**src/rtl/core/frd_pkg.sv**
```systemverilog
// frd_pkg: widths, payload types and unit status shared by the fraction reducer.
// No dependencies; used by frd_gcd, frd_div and fraction_reducer.

package frd_pkg;

    localparam int VALUE_W = 32;
    localparam int MAG_W   = VALUE_W - 1;
    localparam int SHIFT_W = $clog2(MAG_W);
    localparam int COUNT_W = $clog2(MAG_W + 1);

    typedef struct packed {
        logic signed [VALUE_W-1:0] num_in;
        logic signed [VALUE_W-1:0] den_in;
    } req_t;

    typedef struct packed {
        logic signed [VALUE_W-1:0] num_out;
        logic [MAG_W-1:0]          den_out;
        logic                      is_whole;
        logic                      zero_den_error;
    } rsp_t;

    typedef struct packed {
        logic busy;
        logic done;
    } unit_stat_t;

endpackage

```
**src/rtl/core/frd_gcd.sv**
```systemverilog
// frd_gcd: binary greatest common divisor, one subtract/shift step per cycle.
// Depends on frd_pkg. Operand b must be nonzero at start.

module frd_gcd (
    input  logic                    clk,
    input  logic                    rst_n,
    input  logic                    start,
    input  logic [frd_pkg::MAG_W-1:0] a,
    input  logic [frd_pkg::MAG_W-1:0] b,
    output logic [frd_pkg::MAG_W-1:0] gcd,
    output frd_pkg::unit_stat_t     stat
);

    logic [frd_pkg::MAG_W-1:0]   a_reg, a_next;
    logic [frd_pkg::MAG_W-1:0]   b_reg, b_next;
    logic [frd_pkg::SHIFT_W-1:0] k_reg, k_next;
    logic [frd_pkg::MAG_W-1:0]   g_reg, g_next;
    logic                        busy_reg, busy_next;
    logic                        done_reg, done_next;
    logic [frd_pkg::MAG_W-1:0]   a_minus_b;
    logic [frd_pkg::MAG_W-1:0]   b_minus_a;
    logic                        a_ge_b;

    // one shared subtractor pair; only one difference is kept per step
    assign a_minus_b = a_reg - b_reg;
    assign b_minus_a = b_reg - a_reg;
    assign a_ge_b    = (a_reg >= b_reg);

    always_comb
    begin
        a_next    = a_reg;
        b_next    = b_reg;
        k_next    = k_reg;
        g_next    = g_reg;
        busy_next = busy_reg;
        done_next = 1'b0;
        if (start)
        begin
            a_next    = a;
            b_next    = b;
            k_next    = '0;
            busy_next = 1'b1;
        end
        else if (busy_reg)
        begin
            priority if (a_reg == '0)
            begin
                // b stays nonzero throughout, so it holds the odd part
                g_next    = b_reg << k_reg;
                busy_next = 1'b0;
                done_next = 1'b1;
            end
            else if (!a_reg[0] && !b_reg[0])
            begin
                a_next = a_reg >> 1;
                b_next = b_reg >> 1;
                k_next = k_reg + 1'b1;
            end
            else if (!a_reg[0])
            begin
                a_next = a_reg >> 1;
            end
            else if (!b_reg[0])
            begin
                b_next = b_reg >> 1;
            end
            else if (a_ge_b)
            begin
                a_next = a_minus_b >> 1;
            end
            else
            begin
                b_next = b_minus_a >> 1;
            end
        end
    end

    always_ff @(posedge clk or negedge rst_n)
    begin
        if (!rst_n)
        begin
            busy_reg <= 1'b0;
            done_reg <= 1'b0;
        end
        else
        begin
            busy_reg <= busy_next;
            done_reg <= done_next;
        end
    end

    always_ff @(posedge clk)
    begin
        a_reg <= a_next;
        b_reg <= b_next;
        k_reg <= k_next;
        g_reg <= g_next;
    end

    assign gcd       = g_reg;
    assign stat.busy = busy_reg;
    assign stat.done = done_reg;

endmodule

```
**src/rtl/core/frd_div.sv**
```systemverilog
// frd_div: restoring unsigned divider, one quotient bit per cycle.
// Depends on frd_pkg. Divisor must be nonzero at start.

module frd_div (
    input  logic                      clk,
    input  logic                      rst_n,
    input  logic                      start,
    input  logic [frd_pkg::MAG_W-1:0] dividend,
    input  logic [frd_pkg::MAG_W-1:0] divisor,
    output logic [frd_pkg::MAG_W-1:0] quotient,
    output frd_pkg::unit_stat_t       stat
);

    logic [frd_pkg::MAG_W-1:0]   q_reg, q_next;
    logic [frd_pkg::MAG_W-1:0]   rem_reg, rem_next;
    logic [frd_pkg::MAG_W-1:0]   dvs_reg, dvs_next;
    logic [frd_pkg::COUNT_W-1:0] cnt_reg, cnt_next;
    logic                        busy_reg, busy_next;
    logic                        done_reg, done_next;
    logic [frd_pkg::MAG_W:0]     rem_shift;
    logic [frd_pkg::MAG_W:0]     trial;

    assign rem_shift = {rem_reg, q_reg[frd_pkg::MAG_W-1]};
    assign trial     = rem_shift - {1'b0, dvs_reg};

    always_comb
    begin
        q_next    = q_reg;
        rem_next  = rem_reg;
        dvs_next  = dvs_reg;
        cnt_next  = cnt_reg;
        busy_next = busy_reg;
        done_next = 1'b0;
        if (start)
        begin
            q_next    = dividend;
            rem_next  = '0;
            dvs_next  = divisor;
            cnt_next  = frd_pkg::COUNT_W'(frd_pkg::MAG_W);
            busy_next = 1'b1;
        end
        else if (busy_reg)
        begin
            // borrow out means the trial went negative: restore
            if (trial[frd_pkg::MAG_W])
            begin
                rem_next = rem_shift[frd_pkg::MAG_W-1:0];
                q_next   = {q_reg[frd_pkg::MAG_W-2:0], 1'b0};
            end
            else
            begin
                rem_next = trial[frd_pkg::MAG_W-1:0];
                q_next   = {q_reg[frd_pkg::MAG_W-2:0], 1'b1};
            end
            cnt_next = cnt_reg - 1'b1;
            if (cnt_reg == frd_pkg::COUNT_W'(1))
            begin
                busy_next = 1'b0;
                done_next = 1'b1;
            end
        end
    end

    always_ff @(posedge clk or negedge rst_n)
    begin
        if (!rst_n)
        begin
            busy_reg <= 1'b0;
            done_reg <= 1'b0;
        end
        else
        begin
            busy_reg <= busy_next;
            done_reg <= done_next;
        end
    end

    always_ff @(posedge clk)
    begin
        q_reg   <= q_next;
        rem_reg <= rem_next;
        dvs_reg <= dvs_next;
        cnt_reg <= cnt_next;
    end

    assign quotient  = q_reg;
    assign stat.busy = busy_reg;
    assign stat.done = done_reg;

endmodule

```
**src/rtl/core/fraction_reducer.sv**
```systemverilog
// fraction_reducer: reduces a signed fraction to lowest terms.
// Depends on frd_pkg, frd_gcd and frd_div.
//
//   channel | valid     | stall     | payload              | dir
//   --------+-----------+-----------+----------------------+-----
//   request | req_valid | req_stall | req_data  (req_t)    | in
//   result  | rsp_valid | rsp_stall | rsp_data  (rsp_t)    | out
//
// One request at a time: binary GCD, one step per cycle, then the shared divider
// runs twice. A zero denominator skips the arithmetic and goes to S_DONE.
// req_stall is high from acceptance until the result is in the output register;
// a held result under rsp_stall blocks only the final load.
// rst_n clears the sequencer and valid flags asynchronously.

module fraction_reducer (
    input  logic          clk,
    input  logic          rst_n,
    input  logic          req_valid,
    output logic          req_stall,
    input  frd_pkg::req_t req_data,
    output logic          rsp_valid,
    input  logic          rsp_stall,
    output frd_pkg::rsp_t rsp_data
);

    typedef enum logic [2:0] {
        S_IDLE,
        S_GCD,
        S_DIVN,
        S_DIVD,
        S_DONE
    } state_t;

    typedef struct packed {
        logic                      neg;
        logic [frd_pkg::MAG_W-1:0] mag;
    } split_t;

    // sign and magnitude; the most negative code saturates one step toward zero
    function automatic split_t split_signed(input logic [frd_pkg::VALUE_W-1:0] v);
        split_t                      s;
        logic [frd_pkg::VALUE_W-1:0] full;
        s.neg = v[frd_pkg::VALUE_W-1];
        full  = s.neg ? (~v + 1'b1) : v;
        s.mag = full[frd_pkg::VALUE_W-1] ? '1 : full[frd_pkg::MAG_W-1:0];
        return s;
    endfunction

    state_t                    state_reg, state_next;
    logic                      n_neg_reg, n_neg_next;
    logic                      d_neg_reg, d_neg_next;
    logic [frd_pkg::MAG_W-1:0] n_mag_reg, n_mag_next;
    logic [frd_pkg::MAG_W-1:0] d_mag_reg, d_mag_next;
    logic [frd_pkg::MAG_W-1:0] rn_reg, rn_next;
    logic [frd_pkg::MAG_W-1:0] rd_reg, rd_next;
    logic                      err_reg, err_next;
    logic                      gcd_start_reg, gcd_start_next;
    logic                      div_start_reg, div_start_next;
    logic                      rsp_valid_reg, rsp_valid_next;
    frd_pkg::rsp_t             rsp_reg, rsp_next;

    split_t                    n_split;
    split_t                    d_split;
    logic                      req_take;
    logic                      slot_free;
    logic                      negative;
    logic [frd_pkg::VALUE_W-1:0] rn_wide;
    logic [frd_pkg::MAG_W-1:0] gcd_value;
    logic [frd_pkg::MAG_W-1:0] div_dividend;
    logic [frd_pkg::MAG_W-1:0] div_quotient;
    frd_pkg::unit_stat_t       gcd_stat;
    frd_pkg::unit_stat_t       div_stat;

    frd_gcd u_gcd (
        .clk   (clk),
        .rst_n (rst_n),
        .start (gcd_start_reg),
        .a     (n_mag_reg),
        .b     (d_mag_reg),
        .gcd   (gcd_value),
        .stat  (gcd_stat)
    );

    // first pass divides the numerator, second the denominator
    assign div_dividend = (state_reg == S_DIVD) ? d_mag_reg : n_mag_reg;

    frd_div u_div (
        .clk      (clk),
        .rst_n    (rst_n),
        .start    (div_start_reg),
        .dividend (div_dividend),
        .divisor  (gcd_value),
        .quotient (div_quotient),
        .stat     (div_stat)
    );

    assign n_split   = split_signed(req_data.num_in);
    assign d_split   = split_signed(req_data.den_in);
    assign req_stall = (state_reg != S_IDLE);
    assign req_take  = req_valid && !req_stall;
    assign slot_free = !rsp_valid_reg || !rsp_stall;
    assign negative  = (rn_reg != '0) && (n_neg_reg != d_neg_reg);
    assign rn_wide   = {1'b0, rn_reg};

    always_comb
    begin
        state_next     = state_reg;
        n_neg_next     = n_neg_reg;
        d_neg_next     = d_neg_reg;
        n_mag_next     = n_mag_reg;
        d_mag_next     = d_mag_reg;
        rn_next        = rn_reg;
        rd_next        = rd_reg;
        err_next       = err_reg;
        gcd_start_next = 1'b0;
        div_start_next = 1'b0;
        rsp_next       = rsp_reg;
        rsp_valid_next = rsp_valid_reg && rsp_stall;
        unique case (state_reg)
            S_IDLE:
            begin
                if (req_take)
                begin
                    n_neg_next = n_split.neg;
                    d_neg_next = d_split.neg;
                    n_mag_next = n_split.mag;
                    d_mag_next = d_split.mag;
                    if (d_split.mag == '0)
                    begin
                        err_next   = 1'b1;
                        state_next = S_DONE;
                    end
                    else
                    begin
                        err_next       = 1'b0;
                        gcd_start_next = 1'b1;
                        state_next     = S_GCD;
                    end
                end
            end
            S_GCD:
            begin
                if (gcd_stat.done)
                begin
                    div_start_next = 1'b1;
                    state_next     = S_DIVN;
                end
            end
            S_DIVN:
            begin
                if (div_stat.done)
                begin
                    rn_next        = div_quotient;
                    div_start_next = 1'b1;
                    state_next     = S_DIVD;
                end
            end
            S_DIVD:
            begin
                if (div_stat.done)
                begin
                    rd_next    = div_quotient;
                    state_next = S_DONE;
                end
            end
            S_DONE:
            begin
                if (slot_free)
                begin
                    if (err_reg)
                    begin
                        rsp_next.num_out        = '0;
                        rsp_next.den_out        = '0;
                        rsp_next.is_whole       = 1'b0;
                        rsp_next.zero_den_error = 1'b1;
                    end
                    else
                    begin
                        rsp_next.num_out        = negative ? (~rn_wide + 1'b1) : rn_wide;
                        rsp_next.den_out        = rd_reg;
                        rsp_next.is_whole       = (rd_reg == frd_pkg::MAG_W'(1));
                        rsp_next.zero_den_error = 1'b0;
                    end
                    rsp_valid_next = 1'b1;
                    state_next     = S_IDLE;
                end
            end
            default:
            begin
                state_next = S_IDLE;
            end
        endcase
    end

    always_ff @(posedge clk or negedge rst_n)
    begin
        if (!rst_n)
        begin
            state_reg     <= S_IDLE;
            gcd_start_reg <= 1'b0;
            div_start_reg <= 1'b0;
            rsp_valid_reg <= 1'b0;
        end
        else
        begin
            state_reg     <= state_next;
            gcd_start_reg <= gcd_start_next;
            div_start_reg <= div_start_next;
            rsp_valid_reg <= rsp_valid_next;
        end
    end

    always_ff @(posedge clk)
    begin
        n_neg_reg <= n_neg_next;
        d_neg_reg <= d_neg_next;
        n_mag_reg <= n_mag_next;
        d_mag_reg <= d_mag_next;
        rn_reg    <= rn_next;
        rd_reg    <= rd_next;
        err_reg   <= err_next;
        rsp_reg   <= rsp_next;
    end

    assign rsp_valid = rsp_valid_reg;
    assign rsp_data  = rsp_reg;

endmodule
```
**config.mk**
```make
export PLATFORM = sky130hd
export DESIGN_NAME = fraction_reducer
export DESIGN_NICKNAME = d
export VERILOG_FILES = /design/src/rtl/core/frd_pkg.sv /design/src/rtl/core/frd_gcd.sv /design/src/rtl/core/frd_div.sv /design/src/rtl/core/fraction_reducer.sv
export SDC_FILE = /design/constraint.sdc
export NUM_CORES = 1
export LEC_CHECK = 0
export BUFFER_PORTS_ARGS = -buffer_cell sky130_fd_sc_hd__buf_2
export CORE_UTILIZATION = 50
export CTS_BUF_LIST = sky130_fd_sc_hd__clkbuf_16
export CTS_CLUSTER_SIZE = 14
export DETAILED_ROUTE_END_ITERATION = 8
export PLACE_DENSITY = 0.73
export SYNTH_ARGS = -nofsm -noshare
export SYNTH_HDL_FRONTEND = slang
export SYNTH_HIERARCHICAL = 1
export SYNTH_SLANG_ARGS = --single-unit
```
**constraint.sdc**
```tcl
create_clock -name clk -period 5 [get_ports clk]
set_input_delay 1 -clock clk [delete_from_list [all_inputs] [get_ports clk]]
set_output_delay 1 -clock clk [all_outputs]
set_load 0.01 [all_outputs]
```
Yosys cells after proc, flatten, opt, wreduce, memory -nomap -nowiden
Cells that the tools add are included.
{"block": "word_totals", "register_bits": 398, "inputBits": 68, "elab_cells": 144}
{"block": "op_classes", "add_sub_neg": 8, "n_lt_le_gt_ge": 1, "n_eq_ne": 16, "shifts": 1, "mux": 52, "n_bitwise": 6, "reduce_logical": 30}
{"operator": "31-bit 2-to-1 mux", "count": 20}
{"operator": "32-bit by 1-bit adder with 32-bit output, second input constant", "count": 3}
{"operator": "32-bit 2-to-1 mux", "count": 2}
{"operator": "32-bit inverter", "count": 2}
{"operator": "31-bit zero test", "count": 2}
{"operator": "31-bit subtractor", "count": 2}
{"operator": "31-bit inverter with 32-bit output", "count": 1}
{"operator": "32-bit by 31-bit subtractor with 32-bit output", "count": 1}
{"operator": "31-bit by 1-bit == test with 1-bit output, second input constant", "count": 1}
{"operator": "31-bit >= comparator", "count": 1}
{"operator": "31-bit nonzero test", "count": 1}
{"operator": "31-bit by 5-bit left shift with 31-bit output", "count": 1}
{"operator": "1-bit 2-to-1 mux", "count": 22}
{"operator": "3-bit 2-to-1 mux", "count": 6}
{"operator": "3-bit case mux with 5 select lines", "count": 1}
{"operator": "4-bit inequality test, second input constant", "count": 3}
{"operator": "2-bit AND reduction", "count": 5}
{"operator": "3-bit AND reduction", "count": 3}
{"operator": "4-bit AND reduction", "count": 2}
{"operator": "3-bit by 2-bit == test with 1-bit output, second input constant", "count": 2}
{"operator": "2-bit by 1-bit inequality test with 1-bit output, second input constant", "count": 3}
{"operator": "2-bit inequality test, second input constant", "count": 3}
{"operator": "3-bit nonzero test", "count": 2}
{"operator": "5-bit by 1-bit adder with 5-bit output, second input constant", "count": 1}
{"operator": "14 further kinds", "count": 24}

Longest topological paths before layout
Gate-level depths: netlist of the first run.
{"block": "depth", "ltp_word": 8, "mapped_depth": 13, "mapped_depth_nobuf": 12}

Cells and area by module
Netlist of the first run, hierarchy kept.
{"module": "frd_gcd", "n_inst": 1, "cells_each": 1103, "area_per_inst_um2": 9522.9, "seq_area_each_um2": 2942.8}
{"module": "fraction_reducer", "n_inst": 1, "cells_each": 768, "area_per_inst_um2": 9474.1, "seq_area_each_um2": 5915.7}
{"module": "frd_div", "n_inst": 1, "cells_each": 618, "area_per_inst_um2": 6053.3, "seq_area_each_um2": 2632.5}

Least setup slack after synthesis of the first run
Ideal clock, no wire load.
{"block": "synth_timing", "kind": "input port to flip-flop", "startpoint": "input port rsp_stall", "endpoint": "register rsp_reg, in the netlist rsp_data[0], enable pin", "t_arrival_ns": 4.093, "path_slack_ns": 0.398, "stages": 1, "path_buffers": 0, "cell_sequence": "a21oi_1"}
{"block": "synth_via", "elab_chain_len": 3}
{"element": "start, declared", "line": "fraction_reducer.sv:22", "source": "input logic rsp_stall,"}
{"element": "1-bit zero test", "line": "fraction_reducer.sv:101", "source": "assign slot_free = !rsp_valid_reg || !rsp_stall;"}
{"element": "1-bit logical OR", "line": "fraction_reducer.sv:101"}
{"element": "2-bit AND reduction (no source line)"}
{"element": "end signal, assigned", "line": "fraction_reducer.sv:222", "source": "rsp_reg <= rsp_next;"}
{"element": "end, declared", "line": "fraction_reducer.sv:60", "source": "frd_pkg::rsp_t rsp_reg, rsp_next;"}
Every way passes these cells.
A chain may end at the register's enable or synchronous reset.

Worst setup path in the final report of the first run
{"block": "layout_timing", "startpoint": "register u_gcd/a_reg[6] (netlist name)", "endpoint": "register u_gcd/b_reg[19] (netlist name), data pin"}
{"block": "layout_via", "elab_chain_len": 8}
{"element": "start, declared", "line": "frd_gcd.sv:14", "source": "logic [frd_pkg::MAG_W-1:0] a_reg, a_next;"}
{"element": "start signal, assigned", "line": "frd_gcd.sv:94", "source": "a_reg <= a_next;"}
{"element": "31-bit subtractor", "line": "frd_gcd.sv:26", "source": "assign b_minus_a = b_reg - a_reg;"}
{"element": "31-bit 2-to-1 mux", "line": "frd_gcd.sv:67", "source": "else if (a_ge_b)"}
{"element": "31-bit 2-to-1 mux", "line": "frd_gcd.sv:63", "source": "else if (!b_reg[0])"}
{"element": "31-bit 2-to-1 mux", "line": "frd_gcd.sv:59", "source": "else if (!a_reg[0])"}
{"element": "31-bit 2-to-1 mux", "line": "frd_gcd.sv:53", "source": "else if (!a_reg[0] && !b_reg[0])"}
{"element": "31-bit 2-to-1 mux", "line": "frd_gcd.sv:46", "source": "priority if (a_reg == '0)"}
{"element": "31-bit 2-to-1 mux", "line": "frd_gcd.sv:44", "source": "else if (busy_reg)"}
{"element": "31-bit 2-to-1 mux", "line": "frd_gcd.sv:37", "source": "if (start)"}
{"element": "via u_gcd.b_next, one bit", "line": "frd_gcd.sv:15", "source": "logic [frd_pkg::MAG_W-1:0] b_reg, b_next;"}
{"element": "end signal, assigned", "line": "frd_gcd.sv:95", "source": "b_reg <= b_next;"}
{"element": "end, declared", "line": "frd_gcd.sv:15"}
The timed path passes the listed nets, and every way through them passes these cells. The select of a mux whose other input is x is not followed.

==> flow_metrics.tcl, run 1 <==
set metrics [dict create \
    status "finished, final reports clean" \
    path_clk_slew_ps 60 \
    slew-limit-headroom_pct 17.3 \
    clock.fmax_mhz 258 \
    cp_slowest_stage_delay_ps 770 \
    drt_iter0_markers 1992 \
    insertion_delay_ps 600 \
    fin_area_um2 27400 \
    slew_violations 0 \
    grt.total_usage_pct 25.9 \
    largest_reg_flops 65 \
    cts_buffers 42 \
    avgViaCountPerCell 6.07 \
    nets 2706 \
    die_w_um 226 \
    vias 19600 \
    ioPinCount 135 \
    dpl-instance-area_um2 26100 \
    drt-wirelength-per-cell_um 20.6 \
    path_buf_inv 1 \
    cts_root_buffer "clkbuf_16" \
    syn_area_um2 25000 \
    die_y_um 226 \
    clock_sinks 398 \
    design.core.area_um2 49200 \
    hold_buffers 0 \
    grt_pass1_wl_um 103000 \
    gp_congestion 1.01 \
    final_common_cell "edfxtp_1" \
    peakVddDrop_v 0.000234 \
    final_cell_mix "edfxtp_1 (347), nand2_1 (225), inv_1 (183), a21oi_1 (173), nor2_1 (169)" \
    power_density_nw_per_um2 244 \
    dp_hpwl_um 50200 \
    rows 81 \
    path_max_fanout 18 \
    cp_top_family "compound AO/OA/AOI/OAI gates" \
    drc 0 \
    finalWirelength_um 66400 \
    dr.pass1.iters 5 \
    cp_slowest_cell "a41oi_4" \
    start_util_pct 50.9 \
    antenna_found_initial 5 \
    criticalPathCategory "reg2reg" \
    cp.arrival_ps 4300 \
    ctsHtreeMaxLevel 2 \
    postSynthAreaPerCell_um2 10.1 \
    cp-start-kind "flop" \
    finalSetupViolCount 0 \
    end_kind "flop" \
    netlist_instances 2487 \
    die_area_um2 51000 \
    synth_fp_nets 2659 \
    setup_tns_ps 0 \
    portBuffers 134 \
    holdWs_ps 264 \
    finClkSkew_ps 27.5 \
    total_power_mw 6.68 \
    critPathRequiredTime_ps 5420 \
    post-route-min-period_ps 3880 \
    globalRoute.totalOverflow 0 \
    grt_max_degree 70 \
    p_leak_nw 9.99 \
    worst_pin_slew_ps 1240 \
    clock_path_buffers 3 \
    reg2reg_slack_ps 1120 \
    cts_tree "done" \
    fin_crit_sh_pct 77.5 \
    drv_cap 0 \
    area_growth_syn_to_layout_pct 9.26 \
    postCtsSetupBuffers 0 \
    crit_chain "inv_1 -> ha_1 -> a21oi_1 -> o21ai_1 -> a41oi_4 -> o2111ai_2 -> a41oi_4 -> and2_1 -> nand2b_4 -> o21ai_1" \
    rsz0062_at_grt "false" \
    insertedDiodeCount 0 \
    cts_resized 0 \
    grt_pass1_vias 18200 \
    drive_gt1_share_pct 14.2 \
    yosys_warnings 6 \
    postRouteAntennaNets 0 \
    fillCellCount 4306 \
    final_hold_viol_count 0 \
    hold_path_class "in2async" \
]
==> layer usage <==
| metal | GRT usage (%) | vias up | part of all wire, % | wire length (µm) |
|---|---|---|---|---|
| li1 | - | 9255 | - | - |
| met1 | 36.7 | 9449 | 45 | 29600 |
| met2 | 40.9 | 763 | 46 | 30800 |
| met3 | 3.50 | 127 | 6.2 | 4100 |
| met4 | 8.12 | 0 | 2.8 | 1860 |
| met5 | 0 | - | 0 | 0 |
==> stage by stage <==
stage                     utilization, %  setup WS (ps)  std cells
after global placement              53.0            945       3154
after floorplan                        -            398       2487
after global routing                55.6           1000       3229
after detailed placement            53.0            961       3154
final                               55.6           1120       3229
after CTS                           55.6           1220       3229
==> path summary, 6_finish.rpt <==
check	startpoint	endpoint	cells after the start
max	u_gcd/a_reg[6]$_DFFE_PP_	u_gcd/b_reg[19]$_DFFE_PP_	10
min	rst_n	state_reg[2]$_DFFE_PN0P_	1
max reg2reg	u_gcd/a_reg[6]$_DFFE_PP_	u_gcd/b_reg[19]$_DFFE_PP_	10
min reg2reg	u_gcd/gcd[21]$_DFFE_PP_	u_div/dvs_reg[21]$_DFFE_PP_	0
max in group asynchronous	rst_n	div_start_reg$_DFF_PN0_	1
min in group clk	u_gcd/gcd[21]$_DFFE_PP_	u_div/dvs_reg[21]$_DFFE_PP_	0
==> power by group <==
| part | leakage [nW] | internal (mW) | total [mW] | switching (mW) |
|---|---|---|---|---|
| Clock | 0.676 | 1.61 | 2.92 | 1.31 |
| Combinational | 6.27 | 0.0697 | 0.181 | 0.112 |
| Sequential | 3.05 | 3.57 | 3.57 | 0.0000000000000000441 |
==> cell type report <==
| cell class | count | area, µm² | share of cell area, % |
|---|---|---|---|
| Tap cell | 664 | 831 | 3.04 |
| Clock inverter | 33 | 253 | 0.924 |
| Timing Repair Buffer | 156 | 836 | 3.06 |
| Inverter | 173 | 649 | 2.37 |
| Multi-Input combinational cell | 1763 | 12200 | 44.7 |
| Clock buffer | 42 | 1050 | 3.84 |
| Sequential cell | 398 | 11500 | 42.0 |
==> worst reg2reg max path: stages (launching register included) <==
cell	delay (ps)
edfxtp_1	540
inv_1	80
ha_1	480
a21oi_1	240
o21ai_1	130
a41oi_4	290
o2111ai_2	250
a41oi_4	770
and2_1	570
nand2b_4	180
o21ai_1	190
(Power assumes the default switching activity.)
==> run 2: changes to the inputs <==
==> constraint.sdc (replaced) <==
create_clock -name clk -period 3.95 [get_ports clk]
set_input_delay 0.79 -clock clk [delete_from_list [all_inputs] [get_ports clk]]
set_output_delay 0.79 -clock clk [all_outputs]
set_load 0.01 [all_outputs]
==> flow_metrics.tcl, run 2 (synthesis results as in run 1) <==
set metrics [dict create \
    status "finished, final reports clean" \
    die_w_um 226 \
    path_buf_inv 1 \
    vias 19800 \
    cts_tree "done" \
    cp.arrival_ps 3920 \
    crit_chain "inv_1 -> ha_1 -> fa_1 -> nand2b_1 -> a21oi_2 -> a41oi_1 -> or3b_1 -> a31oi_2 -> nand2_1 -> a22oi_2 -> xnor2_1 -> o221ai_1" \
    slew_violations 0 \
    clock.fmax_mhz 276 \
    postCtsSetupBuffers 0 \
    postRouteAntennaNets 0 \
    fillCellCount 4165 \
    cp-start-kind "flop" \
    globalRoute.totalOverflow 0 \
    antenna_found_initial 6 \
    rsz0062_at_grt "false" \
    hold_buffers 0 \
    final_cell_mix "edfxtp_1 (347), nand2_1 (225), inv_1 (181), a21oi_1 (173), nor2_1 (170)" \
    insertedDiodeCount 0 \
    start_util_pct 50.9 \
    ctsHtreeMaxLevel 2 \
    ioPinCount 135 \
    dr.pass1.iters 5 \
    path_clk_slew_ps 60 \
    grt_max_degree 90 \
    critPathRequiredTime_ps 4240 \
    design.core.area_um2 49200 \
    die_y_um 226 \
    dp_hpwl_um 51700 \
    cp_slowest_cell "or3b_1" \
    nets 2750 \
    criticalPathCategory "reg2reg" \
    worst_pin_slew_ps 1030 \
    finalWirelength_um 68000 \
    cts_buffers 43 \
    clock_path_buffers 3 \
    grt.total_usage_pct 26.5 \
    holdWs_ps 54.2 \
    post-route-min-period_ps 3630 \
    slew-limit-headroom_pct 31.3 \
    die_area_um2 51000 \
    rows 81 \
    peakVddDrop_v 0.000342 \
    cts_resized 0 \
    final_common_cell "edfxtp_1" \
    drt_iter0_markers 1834 \
    fin_crit_sh_pct 91.9 \
    path_max_fanout 7 \
    avgViaCountPerCell 6.05 \
    drv_cap 0 \
    drive_gt1_share_pct 15.6 \
    cp_slowest_stage_delay_ps 520 \
    hold_path_class "in2async" \
    grt_pass1_vias 18700 \
    power_density_nw_per_um2 308 \
    insertion_delay_ps 590 \
    p_leak_nw 10.2 \
    drt-wirelength-per-cell_um 20.8 \
    clock_sinks 398 \
    cts_root_buffer "clkbuf_16" \
    cp_top_family "compound AO/OA/AOI/OAI gates" \
    end_kind "flop" \
    final_hold_viol_count 0 \
    largest_reg_flops 65 \
    finClkSkew_ps 19.5 \
    setup_tns_ps 0 \
    drc 0 \
    gp_congestion 1.03 \
    finalSetupViolCount 0 \
    area_growth_syn_to_layout_pct 10.9 \
    grt_pass1_wl_um 105000 \
    portBuffers 134 \
]
[run 2: changes by cell type in the layout (fill, tap and decap cells not counted), moves of 2 or more]
cell,delta
buf_4,+38
buf_12,+5
inv_6,+4
inv_1,-2
[run 2: per-layer routing]
| layer | GRT usage, % | vias to the layer above | wire length, µm |
|---|---|---|---|
| li1 | - | 9339 | - |
| met1 | 36.5 | 9535 | 29700 |
| met2 | 42.0 | 765 | 31500 |
| met3 | 3.79 | 144 | 4350 |
| met4 | 10.5 | 0 | 2460 |
| met5 | 0 | - | 0 |
[run 2: layout make-up]
| class | count | area, µm² | area share (%) |
|---|---|---|---|
| flip-flops and latches | 398 | 11500 | 41.4 |
| repair buffers | 199 | 1220 | 4.40 |
| well taps | 664 | 831 | 2.99 |
| clock inverters | 32 | 249 | 0.897 |
| clock buffers | 43 | 1080 | 3.88 |
| inverters | 173 | 649 | 2.34 |
| multi-input cells | 1763 | 12200 | 44.1 |
[run 2: final timing paths]
| path | from | end | slack [ps] | cells past startpoint |
|---|---|---|---|---|
| worst max register to register | u_gcd/a_reg[0]$_DFFE_PP_ | u_gcd/a_reg[29]$_DFFE_PP_ | 320 | 12 |
| worst min register to register | u_gcd/gcd[18]$_DFFE_PP_ | u_div/dvs_reg[18]$_DFFE_PP_ | 410 | 0 |
| worst max-delay path | u_gcd/a_reg[0]$_DFFE_PP_ | u_gcd/a_reg[29]$_DFFE_PP_ | 320 | 12 |
| max in group asynchronous | rst_n | gcd_start_reg$_DFF_PN0_ | 3660 | 1 |
| min in group clk | u_gcd/gcd[18]$_DFFE_PP_ | u_div/dvs_reg[18]$_DFFE_PP_ | 410 | 0 |
| worst min-delay path | rst_n | u_div/busy_reg$_DFF_PN0_ | 50 | 1 |
[run 2: metrics by stage]
step,utilization (%),instance area (µm²),total power [mW],setup WS (ps),instances
after floorplan,-,25000,4.74,125,2487
after global placement,53.8,26400,4.84,482,3197
after detailed placement,53.8,26400,4.84,376,3197
after CTS,56.5,27800,8.64,415,3272
after global routing,56.5,27800,8.81,121,3272
final,56.5,27800,8.56,321,3272
[run 2: power breakdown]
part / internal (mW) / switching, mW
registers: 4.52 / 0.0000000000000000614
logic: 0.0903 / 0.140
clock network: 2.13 / 1.68
